`src/sv/sem_pkg.sv`:
```
// Shared types and constants for the RGB Sobel edge magnitude unit.
// No dependencies; imported by the controller, datapath and top level.
package sem_pkg;

    // one color component and one RGB pixel ([2] red, [1] green, [0] blue)
    typedef logic [7:0]       chan_t;
    typedef logic [2:0][7:0]  pixel_t;

    localparam int CH_RED   = 2;
    localparam int CH_GREEN = 1;
    localparam int CH_BLUE  = 0;

    // row counters saturate at all ones
    localparam int ROW_W = 16;

    // configuration register map
    localparam int CFG_IDX_W = 1;
    localparam logic [CFG_IDX_W-1:0] CFG_IMAGE_WIDTH  = 1'd0;
    localparam logic [CFG_IDX_W-1:0] CFG_IMAGE_HEIGHT = 1'd1;
    localparam int CFG_DATA_W   = 13;
    localparam int IMG_WIDTH_W  = 11;
    localparam int IMG_HEIGHT_W = 13;
    localparam logic [IMG_WIDTH_W-1:0]  WIDTH_RESET  = 11'd640;
    localparam logic [IMG_HEIGHT_W-1:0] HEIGHT_RESET = 13'd480;

    // gradient and magnitude widths
    localparam int GRAD_W = 11;                 // |gx|,|gy| <= 1020
    localparam int SUMSQ_W = 21;                // gx^2 + gy^2 <= 2080800
    localparam int RAD_W = 16;
    // above 255^2 + 255 the rounded root exceeds 255
    localparam logic [SUMSQ_W-1:0] SAT_LIMIT = 21'd65280;
    localparam int ROOT_STEPS = 8;
    localparam int STEP_W = 3;
    localparam logic [STEP_W-1:0] STEP_FIRST = 3'd7;
    localparam logic [STEP_W-1:0] STEP_LAST  = 3'd0;

    // controller states
    typedef enum logic [2:0] {
        S_IDLE,
        S_LOAD,
        S_SQUARE,
        S_ROOT,
        S_FINISH
    } ctrl_state_t;

    // controller to datapath
    typedef struct packed {
        logic              accept;   // latch input beat, read line stores
        logic              load;     // shift window, write line stores, count
        logic              square;   // form gx^2 + gy^2
        logic              root;     // one square root step
        logic [STEP_W-1:0] step;     // root step index, high to low
        logic              finish;   // round and fill the output register
    } cmd_t;

    // datapath to controller
    typedef struct packed {
        logic emit;       // current item produces a result
        logic out_free;   // output register can take a result
    } status_t;

endpackage

```
`src/sv/sem_ctrl.sv`:
```
// Controller state machine for the RGB Sobel edge magnitude unit.
// Depends on sem_pkg; drives sem_dp through cmd_t and reads status_t.
module sem_ctrl (
    input  logic             clk,
    input  logic             rst_n,
    input  logic             in_valid,
    output logic             in_stall,
    input  sem_pkg::status_t status,
    output sem_pkg::cmd_t    cmd
);
    import sem_pkg::*;

    ctrl_state_t       state_reg;
    ctrl_state_t       state_next;
    logic [STEP_W-1:0] step_reg;
    logic [STEP_W-1:0] step_next;

    // state and step counter
    always_ff @(posedge clk or negedge rst_n)
    begin
        if (!rst_n)
        begin
            state_reg <= S_IDLE;
            step_reg  <= STEP_FIRST;
        end
        else
        begin
            state_reg <= state_next;
            step_reg  <= step_next;
        end
    end

    // next state and commands
    always_comb
    begin
        state_next = state_reg;
        step_next  = step_reg;
        cmd        = '0;
        cmd.step   = step_reg;
        in_stall   = 1'b1;
        case (state_reg)
            S_IDLE:
            begin
                in_stall = 1'b0;
                if (in_valid)
                begin
                    cmd.accept = 1'b1;
                    state_next = S_LOAD;
                end
            end
            S_LOAD:
            begin
                cmd.load = 1'b1;
                if (status.emit)
                    state_next = S_SQUARE;
                else
                    state_next = S_IDLE;
            end
            S_SQUARE:
            begin
                cmd.square = 1'b1;
                step_next  = STEP_FIRST;
                state_next = S_ROOT;
            end
            S_ROOT:
            begin
                cmd.root = 1'b1;
                if (step_reg == STEP_LAST)
                    state_next = S_FINISH;
                else
                    step_next = step_reg - STEP_W'(1);
            end
            S_FINISH:
            begin
                if (status.out_free)
                begin
                    cmd.finish = 1'b1;
                    state_next = S_IDLE;
                end
            end
            default:
            begin
                state_next = S_IDLE;
            end
        endcase
    end

endmodule

```
`config.mk`:
```
export PLATFORM = sky130hd
export DESIGN_NAME = sem_ctrl
export DESIGN_NICKNAME = d
export VERILOG_FILES = /design/src/sv/sem_pkg.sv /design/src/sv/sem_ctrl.sv
export SDC_FILE = /design/constraint.sdc
export NUM_CORES = 1
export LEC_CHECK = 0
export BUFFER_PORTS_ARGS = -buffer_cell sky130_fd_sc_hd__buf_4
export CAP_MARGIN = 20
export CORE_AREA = 4 4 41 43
export CTS_CLUSTER_DIAMETER = 120
export DETAILED_ROUTE_END_ITERATION = 12
export DIE_AREA = 0 0 45 47
export HOLD_SLACK_MARGIN = 0.06
export MAX_ROUTING_LAYER = met4
export PLACE_DENSITY = 0.58
export SKIP_LAST_GASP = 1
export SLEW_MARGIN = 40
export SYNTH_ARGS = -nofsm -noshare
export SYNTH_HDL_FRONTEND = slang
export SYNTH_SLANG_ARGS = --single-unit
```
`constraint.sdc`:
```
create_clock -name clk -period 1.9 [get_ports clk]
set_clock_uncertainty 0.2 [all_clocks]
set_input_delay 0.095 -clock clk [delete_from_list [all_inputs] [get_ports clk]]
set_output_delay 0.095 -clock clk [all_outputs]
set_load 0.02 [all_outputs]
```
==> out/summary.txt, run 1 <==
outcome - complete, no violations
Ys Warns - 0
number of global-route vias before repair - 343
Mean Syn Cell Area - 10.1 um2
actual slew at the worst max-slew pin - 0.378 ns
CTS tree - done
length of the first detailed-routing pass in iterations - 2
number of vias per cell - 4.58
Final nets - 69
Post CTS Setup Buffer Count - 0
mux share of post-synthesis cell area - 0%
IO Count - 14
Min-Delay Path Class - in -> async
Port Buf Inserts - 13
Post-DRT Antenna Nets - 0
largest net degree at the start of global routing - 12
Final Cycle Share - 89.5%
Clock Path Buffers - 2
total power - 0.889 mW
Setup-failing EPs final - 0
compound-gate portion of the synthesized area - 21.4%
initial cell density of the core - 31.0%
# diodes - 0
Num CTS Buffers - 3
H-tree levels - 1
initial antenna violation count - 0
simple-gate area share of the yosys netlist - 26.7%
maximum clock frequency - 0.588 GHz
Core ar. - 1300 um2
Syn Nets - 47
routed length per instance - 11.2 um
Clock Latency Late Sink - 0.25 ns
Synth Area in XOR/XNOR - 0%
Routed WL - 851 um
max-cap viol count - 0
Power Density - 1520 nW/um2
Slew Viols, Final - 0
proportion of layout cells with a drive suffix above 1 - 45.9%
Final TNS setup - 0 ns
# placed instances - 67
Final Non-Filler Cells - 76
min Tclk post-route - 1.70 ns
GRT Util Overall - 10.7%
gr ovfl total - 0
die area - 2120 um2
PnR worst setup slack - 0.199 ns
CP Max Fanout - 11
sequential area share after synthesis - 38.2%
dpl ws - 0.348 ns
P&R area growth vs syn - 45.0%
crit path launch - state_reg[0]
Vias - 348
initial DRC count - 3
worst r2r src - step_reg[0]
WS Path Type - reg -> out
CTS Sinks - 6
Unique masters post-synth - 26
crit path DAT - 1.41 ns
largest family of logic cells by synthesized area - simple AND/OR/NAND/NOR gates
RSZ-0062 raised after global routing - false
Worst Setup End Kind - output port
final hold violations - 0
Die X-Extent - 45 um
synthesized flop and latch total - 6
Synth Area in Adders - 6.21%
worst vdd ir - 798 uV
placement row count - 13
WP data required - 1.60 ns
crit path cell chain - or3_4 > nor2_2 > buf_4
post-synthesis cell area - 403 um2
post-detail-place hpwl - 601 um
chip height - 47 um
Syn Inst Count - 40
fill count - 135
CP Launch Type - register
clk root buf - clkbuf_4
GPL Wtd Cong - 0.697
Worst-path clk slew - 0.05 ns
Slew HR - 74.8%
slowest stage delay, CP - 0.51 ns
first-pass GRT wire length - 1540 um
Lkg Pwr - 0.274 nW
Critical-path top delay cell - dfrtp_1
drc violations - 0
-- stage by stage --
stage	area, um2	utilization, %	hold slack [ns]
finish	584	44.9	0.144
global placement	508	39.0	-0.293
global route	584	44.9	0.163
detailed placement	508	39.0	-0.296
CTS	584	44.9	0.131
floorplan	403	-	-0.401
-- critical path: cells and delay by family (launching register included) --
| family | cells | cell delay, ns |
|---|---|---|
| buffers and inverters | 1 | 0.14 |
| and+or+nand+nor | 2 | 0.51 |
| DFF | 1 | 0.51 |
-- placed cells by master, fill, tap and decap left out --
cell type	n
buf_4	13
dlygate4sd3_1	5
inv_1	4
nand2_1	4
a21oi_1	3
clkbuf_4	3
dfrtp_1	3
dfstp_2	3
nand3b_1	2
ha_1	2
nor3b_1	1
and2b_4	1
nand2_4	1
inv_2	1
nor2b_1	1
or3_4	1
nor2_2	1
nor2_1	1
and3_1	1
nand2b_2	1
o22ai_1	1
o31ai_1	1
a22o_1	1
a31oi_2	1
o21bai_1	1
nand2b_1	1
o22ai_2	1
a41oi_2	1
clkbuf_1	1
-- where the power goes --
group	total, mW	internal, mW	switching [mW]
Combinational	0.482	0.235	0.246
Sequential	0.280	0.200	0.0805
Clock	0.128	0.0797	0.0481
Total	0.889	0.515	0.375
-- worst paths after layout --
path	cells after the start	endpoint	slack (ns)
max	3	cmd[7]	0.20
min reg2reg	1	state_reg[1]	0.32
min	2	step_reg[2]	0.14
max reg2reg	4	step_reg[2]	0.36
max in group asynchronous	3	state_reg[2]	0.74
min in group clk	1	state_reg[1]	0.32
-- cell usage after synthesis (all sizes together) --
cell    count  area share [%]
inv         5             4.7
nand2b      2             3.7
ha          2             6.2
a22o        1             2.2
o21bai      1             1.9
a21oi       3             3.7
and2b       1             2.5
dfstp       3              20
nor2b       1             1.6
or3         1             2.8
dfrtp       3              19
o31ai       1             1.9
o22ai       2             4.7
nand3b      2             3.7
a31oi       1             3.1
nor3b       1             1.9
buf         1             2.8
nor2        2             2.5
and3        1             1.6
a41oi       1             4.0
nand2       5             6.5
-- per-layer routing --
metal	track usage [%]	share of wire, %
met3	6.51	7.6
met4	3.51	0
met5	-	0
met2	15.8	47
met1	11.8	45
-- cell families (layout without fill, tap and decap cells) --
group | Yosys count | after routing
AO/OA/AOI/OAI | 10 | 10
adder cells (fa/ha/maj) | 2 | 2
buffers and inverters | 6 | 27
flip-flops | 6 | 6
AND/OR/NAND/NOR | 16 | 16
-- cell type report --
cell class              count  area, um2  share of cell area [%]
well taps                  15       18.8                    3.21
repair buffers             18        148                    25.3
clock buffers               4       26.3                    4.50
flip-flops and latches      6        154                    26.3
multi-input cells          28        219                    37.5
inverters                   5       18.8                    3.21
-- timing repair --
| action | 4_1_cts | 5_1_grt |
|---|---|---|
| hold endpoints to repair | 9 | 0 |
| resized for setup | 0 | 0 |
| hold buffers | 5 | 0 |
(Power assumes the default switching activity.)
==> inputs of run 2 (changes only) <==
--- a/config.mk
+++ b/config.mk
@@ -7,15 +7,18 @@
 export LEC_CHECK = 0
 export BUFFER_PORTS_ARGS = -buffer_cell sky130_fd_sc_hd__buf_4
 export CAP_MARGIN = 20
+export CELL_PAD_IN_SITES_DETAIL_PLACEMENT = 0
+export CELL_PAD_IN_SITES_GLOBAL_PLACEMENT = 1
 export CORE_AREA = 4 4 41 43
 export CTS_CLUSTER_DIAMETER = 120
 export DETAILED_ROUTE_END_ITERATION = 12
 export DIE_AREA = 0 0 45 47
+export GPL_TIMING_DRIVEN = 0
 export HOLD_SLACK_MARGIN = 0.06
 export MAX_ROUTING_LAYER = met4
-export PLACE_DENSITY = 0.58
+export PLACE_DENSITY = 0.72
 export SKIP_LAST_GASP = 1
-export SLEW_MARGIN = 40
+export SLEW_MARGIN = 25
 export SYNTH_ARGS = -nofsm -noshare
 export SYNTH_HDL_FRONTEND = slang
 export SYNTH_SLANG_ARGS = --single-unit
==> run 2 against run 1 <==
  * Die area is the same
  * Routed wire length shrank 0.12%
  * Critical endpoint unchanged
  * Sequential cell count is the same
  * Maximum frequency grew 0.46%
  * Clock power is essentially flat
  * Sequential share of layout area shrank 0.50 points
  * Worst hold slack lost 0.0067 ns
  * Largest power group unchanged
  * Register-to-register slack gained 0.03 ns
  * Global-route usage grew 1.0 points
==> out/summary.txt, run 2 (synthesized netlist as in run 1, its figures left out) <==
crit path cell chain - buf_6 > or3_4 > nor2_2 > buf_4 (was or3_4 > nor2_2 > buf_4)
drc violations - 0 (unchanged)
Final Cycle Share - 89.1% (was 89.5%)
CP endpoint - cmd[7] (unchanged)
GRT Util Overall - 11.7% (was 10.7%)
fill count - 126 (was 135)
chip height - 47 um (unchanged)
worst r2r src - step_reg[0] (unchanged)
H-tree levels - 1 (unchanged)
routed length per instance - 11.0 um (was 11.2 um)
Power Density - 1520 nW/um2 (about the same)
WP data required - 1.60 ns (about the same)
gr ovfl total - 0 (unchanged)
CP Max Fanout - 10 (was 11)
Num CTS Buffers - 3 (unchanged)
Flop pwr share - 28.7% (was 31.5%)
RSZ-0062 raised after global routing - false (unchanged)
Post-DRT Antenna Nets - 0 (unchanged)
outcome - complete, no violations (unchanged)
Vias - 356 (was 348)
Slew HR - 84.4% (was 74.8%)
post-detail-place hpwl - 611 um (was 601 um)
Final TNS setup - 0 ns (unchanged)
Min-Delay Path Class - in -> async (unchanged)
IO Count - 14 (unchanged)
Clock Path Buffers - 2 (unchanged)
Gate power share - 56.9% (was 54.1%)
crit path launch - state_reg[0] (unchanged)
worst vdd ir - 736 uV (was 798 uV)
Levels on crit path - 4 (was 3)
commonest non-fill, non-tap cell in the layout - buf_4 (unchanged)
Slew Viols, Final - 0 (unchanged)
Worst Reg-to-Reg Cells - 5 (was 4)
length of the first detailed-routing pass in iterations - 1 (was 2)
Die X-Extent - 45 um (unchanged)
CTS Sinks - 6 (unchanged)
Port Buf Inserts - 13 (unchanged)
Worst Setup End Kind - output port (unchanged)
register area - 154 um2 (unchanged)
Routed WL - 850 um (was 851 um)
Worst-path clk slew - 0.05 ns (about the same)
initial antenna violation count - 0 (unchanged)
min Tclk post-route - 1.69 ns (was 1.70 ns)
Worst Path Buf+Inv - 2 (was 1)
Final Non-Filler Cells - 77 (was 76)
Final nets - 70 (was 69)
WS Path Type - reg -> out (unchanged)
largest net degree at the start of global routing - 11 (was 12)
initial DRC count - 0 (was 3)
P&R area growth vs syn - 47.8% (was 45.0%)
switching share of power - 41.5% (was 42.2%)
Critical-path top delay cell - dfrtp_1 (unchanged)
Lkg Pwr - 0.280 nW (was 0.274 nW)
actual slew at the worst max-slew pin - 0.233 ns (was 0.378 ns)
Clock Latency Late Sink - 0.25 ns (about the same)
maximum clock frequency - 0.591 GHz (was 0.588 GHz)
Multi-input gate area - 219 um2 (unchanged)
max-cap viol count - 0 (unchanged)
crit path DAT - 1.40 ns (was 1.41 ns)
CTS tree - done (unchanged)
first-pass GRT wire length - 1590 um (was 1540 um)
Core ar. - 1300 um2 (unchanged)
GPL Wtd Cong - 0.722 (was 0.697)
# diodes - 0 (unchanged)
placement row count - 13 (unchanged)
Top delay family on crit path - simple AND/OR/NAND/NOR gates (was flip-flops)
Setup-failing EPs final - 0 (unchanged)
reg2reg end - step_reg[1] (was step_reg[2])
P_sw - 0.375 mW (about the same)
clock network fraction of total power - 14.4% (about the same)
initial cell density of the core - 31.0% (unchanged)
Worst R2R Setup Slack - 0.39 ns (was 0.36 ns)
die area - 2120 um2 (unchanged)
number of vias per cell - 4.62 (was 4.58)
final hold violations - 0 (unchanged)
slowest stage delay, CP - 0.40 ns (was 0.51 ns)
clk root buf - clkbuf_4 (unchanged)
commonest cells after routing, fill and taps aside - 13 x buf_4, 5 x dlygate4sd3_1, 4 x inv_1, 4 x nand2_1 (unchanged)
Power Internal - 0.530 mW (was 0.515 mW)
CP Launch Type - register (unchanged)
# placed instances - 68 (was 67)
number of global-route vias before repair - 361 (was 343)
proportion of layout cells with a drive suffix above 1 - 46.8% (was 45.9%)
[run 2: metal layers]
| layer | GRT usage, % | part of all wire, % | vias up |
|---|---|---|---|
| met5 | - | 0 | - |
| met4 | 7.02 | 2.2 | 0 |
| met3 | 6.90 | 7.4 | 5 |
| met2 | 16.4 | 44 | 10 |
| met1 | 12.5 | 46 | 159 |
| li1 | - | - | 182 |
[run 2: layout make-up]
class | count | share of cell area (%)
clock buffers | 4 | 4.41
inverters | 5 | 3.15
repair buffers | 18 | 24.8
flip-flops and latches | 6 | 25.8
plain buffers | 1 | 1.89
multi-input cells | 28 | 36.8
well taps | 15 | 3.15
[run 2: worst reg2reg max path, cell delays in order, from the launching register on]
cell      delay [ns]
dfstp_2         0.55
inv_1           0.06
ha_1            0.23
nand2b_2        0.15
o22ai_2         0.10
a41oi_2         0.15
[run 2: how the worst min path moves through the flow]
stage                     start           end  slack (ns)  cells past startpoint
final                     rst_n   step_reg[2]        0.14                      2
after global placement    rst_n  state_reg[2]       -0.29                      1
after global routing      rst_n   step_reg[2]        0.16                      2
after CTS                 rst_n   step_reg[2]        0.13                      2
after floorplan           rst_n  state_reg[0]       -0.40                      0
after detailed placement  rst_n  state_reg[2]       -0.29                      1
[run 2: stage by stage]
step | hold WS [ns] | cell area [um2] | power (mW) | setup WS, ns | util [%]
floorplan | -0.401 | 403 | 0.619 | 0.357 | -
global placement | -0.295 | 519 | 0.777 | 0.376 | 39.9
detailed placement | -0.295 | 519 | 0.776 | 0.376 | 39.9
CTS | 0.129 | 596 | 0.919 | 0.197 | 45.8
global route | 0.155 | 596 | 0.980 | 0.141 | 45.8
finish | 0.137 | 596 | 0.905 | 0.207 | 45.8
[run 2: power groups by stage]
stage,registers [mW],clock network [mW],logic (mW)
6_report,0.260,0.131,0.515
5_1_grt,0.272,0.148,0.560
4_1_cts,0.260,0.134,0.524
3_5_place_dp,0.261,0,0.515
3_3_place_gp,0.263,0,0.514
2_1_floorplan,0.285,0,0.334
[run 2: what timing repair did]
| item | in CTS | in global routing |
|---|---|---|
| buffers inserted | 0 | 0 |
| resized for setup | 0 | 0 |
| hold buffers | 5 | 0 |
| hold endpoints to repair | 9 | 0 |
==> inputs of run 3 (changes only) <==
--- a/config.mk
+++ b/config.mk
@@ -9,10 +9,10 @@
 export CAP_MARGIN = 20
 export CELL_PAD_IN_SITES_DETAIL_PLACEMENT = 0
 export CELL_PAD_IN_SITES_GLOBAL_PLACEMENT = 1
-export CORE_AREA = 4 4 41 43
+export CORE_AREA = 2 2 39 41
 export CTS_CLUSTER_DIAMETER = 120
 export DETAILED_ROUTE_END_ITERATION = 12
-export DIE_AREA = 0 0 45 47
+export DIE_AREA = 0 0 41 43
 export GPL_TIMING_DRIVEN = 0
 export HOLD_SLACK_MARGIN = 0.06
 export MAX_ROUTING_LAYER = met4
==> run 3 against run 2 <==
  * Via count rose by 1.1%
  * Sequential cell count is the same
  * Routed wire length up 13%
  * Sequential share of layout area is 0.054 points lower
  * Clock-buffer cell count is the same
  * Clock power grew 5%
  * Die area decreased by 17%
  * Final cell count up 1.3%
  * Critical path type unchanged
  * Highest routed layer is now met3
==> out/summary.txt, run 3 (synthesized netlist as in run 1, its figures left out) <==
number of global-route vias before repair - 342 (was 361)
WS Path Type - reg -> out (unchanged)
worst r2r src - step_reg[0] (unchanged)
Slew HR - 84.6% (was 84.4%)
crit path launch - state_reg[0] (unchanged)
Min-Delay Path Class - in -> async (unchanged)
first-pass GRT wire length - 1590 um (about the same)
number of vias per cell - 4.62 (about the same)
initial antenna violation count - 0 (unchanged)
P&R area growth vs syn - 48.1% (was 47.8%)
CTS Sinks - 6 (unchanged)
Levels on crit path - 4 (unchanged)
H-tree levels - 1 (unchanged)
Power Density - 1550 nW/um2 (was 1520 nW/um2)
min Tclk post-route - 1.69 ns (about the same)
maximum clock frequency - 0.592 GHz (was 0.591 GHz)
initial DRC count - 3 (was 0)
routed length per instance - 12.3 um (was 11.0 um)
IO Count - 14 (unchanged)
GRT Util Overall - 14.0% (was 11.7%)
chip height - 43 um (was 47 um)
gr ovfl total - 0 (unchanged)
post-detail-place hpwl - 626 um (was 611 um)
Clock Path Buffers - 2 (unchanged)
Worst Setup End Kind - output port (unchanged)
Setup-failing EPs final - 0 (unchanged)
Core ar. - 1380 um2 (was 1300 um2)
crit path DAT - 1.39 ns (was 1.40 ns)
Post CTS Setup Buffer Count - 0 (unchanged)
Worst-path clk slew - 0.05 ns (about the same)
drc violations - 0 (unchanged)
placement row count - 14 (was 13)
GPL Wtd Cong - 0.733 (was 0.722)
length of the first detailed-routing pass in iterations - 4 (was 1)
commonest cells after routing, fill and taps aside - 13 x buf_4, 5 x dlygate4sd3_1, 4 x inv_1, 4 x nand2_1 (unchanged)
CTS tree - done (unchanged)
actual slew at the worst max-slew pin - 0.232 ns (was 0.233 ns)
outcome - complete, no violations (unchanged)
CP Launch Type - register (unchanged)
Final nets - 70 (unchanged)
Routed WL - 960 um (was 850 um)
Critical-path top delay cell - dfrtp_1 (unchanged)
Final TNS setup - 0 ns (unchanged)
Final Cycle Share - 88.9% (was 89.1%)
max-cap viol count - 0 (unchanged)
Num CTS Buffers - 3 (unchanged)
Vias - 360 (was 356)
worst vdd ir - 685 uV (was 736 uV)
CP Max Fanout - 10 (unchanged)
Worst Reg-to-Reg Cells - 4 (was 5)
total power - 0.923 mW (was 0.905 mW)
largest net degree at the start of global routing - 11 (unchanged)
Port Buf Inserts - 13 (unchanged)
proportion of layout cells with a drive suffix above 1 - 46.8% (unchanged)
WP data required - 1.60 ns (about the same)
Post-DRT Antenna Nets - 0 (unchanged)
Worst Path Buf+Inv - 2 (unchanged)
RSZ-0062 raised after global routing - false (unchanged)
Lkg Pwr - 0.280 nW (unchanged)
Slew Viols, Final - 0 (unchanged)
slowest stage delay, CP - 0.40 ns (about the same)
# diodes - 0 (unchanged)
crit path cell chain - buf_6 > or3_4 > nor2_2 > buf_4 (unchanged)
Clock Latency Late Sink - 0.25 ns (about the same)
Die X-Extent - 41 um (was 45 um)
dpl ws - 0.367 ns (was 0.376 ns)
PnR worst setup slack - 0.211 ns (was 0.207 ns)
clk root buf - clkbuf_4 (unchanged)
fill count - 141 (was 126)
Top delay family on crit path - simple AND/OR/NAND/NOR gates (unchanged)
final hold violations - 0 (unchanged)
die area - 1760 um2 (was 2120 um2)
initial cell density of the core - 29.1% (was 31.0%)
commonest non-fill, non-tap cell in the layout - buf_4 (unchanged)
-- run 3: cell counts in the layout (fill, tap and decap cells not counted) --
No cell type changed its count.
-- run 3: power breakdown --
| part | switching [mW] | internal (mW) |
|---|---|---|
| registers | 0.0617 | 0.200 |
| clock network | 0.0573 | 0.0803 |
| logic | 0.274 | 0.251 |
| total | 0.393 | 0.531 |
-- run 3: layer usage --
| metal | GRT usage, % | wire length, um | up-vias |
|---|---|---|---|
| met1 | 19.7 | 460 | 172 |
| met4 | 10.0 | 0 | 0 |
| met2 | 17.8 | 464 | 6 |
| met5 | - | 0 | - |
| li1 | - | - | 182 |
| met3 | 1.57 | 35 | 0 |
-- run 3: cell type report --
type	count	area, um2	share of cell area, %
multi-input combinational	28	219	36.7
sequential	6	154	25.8
timing repair buffer	18	148	24.7
clock buffer	4	26.3	4.40
tap	16	20.0	3.35
inverter	5	18.8	3.14
buffer	1	11.3	1.89
-- run 3: timing repair --
item	4_1_cts	5_1_grt
endpoints found under the hold margin	9	0
gates resized for setup	0	0
hold buffers	5	0
-- run 3: final timing paths --
| path | endpoint | slack [ns] |
|---|---|---|
| worst max-delay path | cmd[7] | 0.21 |
| worst min-delay path | step_reg[0] | 0.15 |
| worst max register to register | step_reg[2] | 0.35 |
| worst min register to register | state_reg[0] | 0.33 |
| max in group asynchronous | state_reg[1] | 0.75 |
| min in group clk | state_reg[0] | 0.33 |
-- run 3: stage by stage --
step	hold slack [ns]	instance area, um2	instances	utilization [%]
CTS	0.146	597	78	43.1
global route	0.174	597	78	43.1
floorplan	-0.401	403	40	-
global placement	-0.293	520	69	37.6
detailed placement	-0.292	520	69	37.6
finish	0.152	597	78	43.1
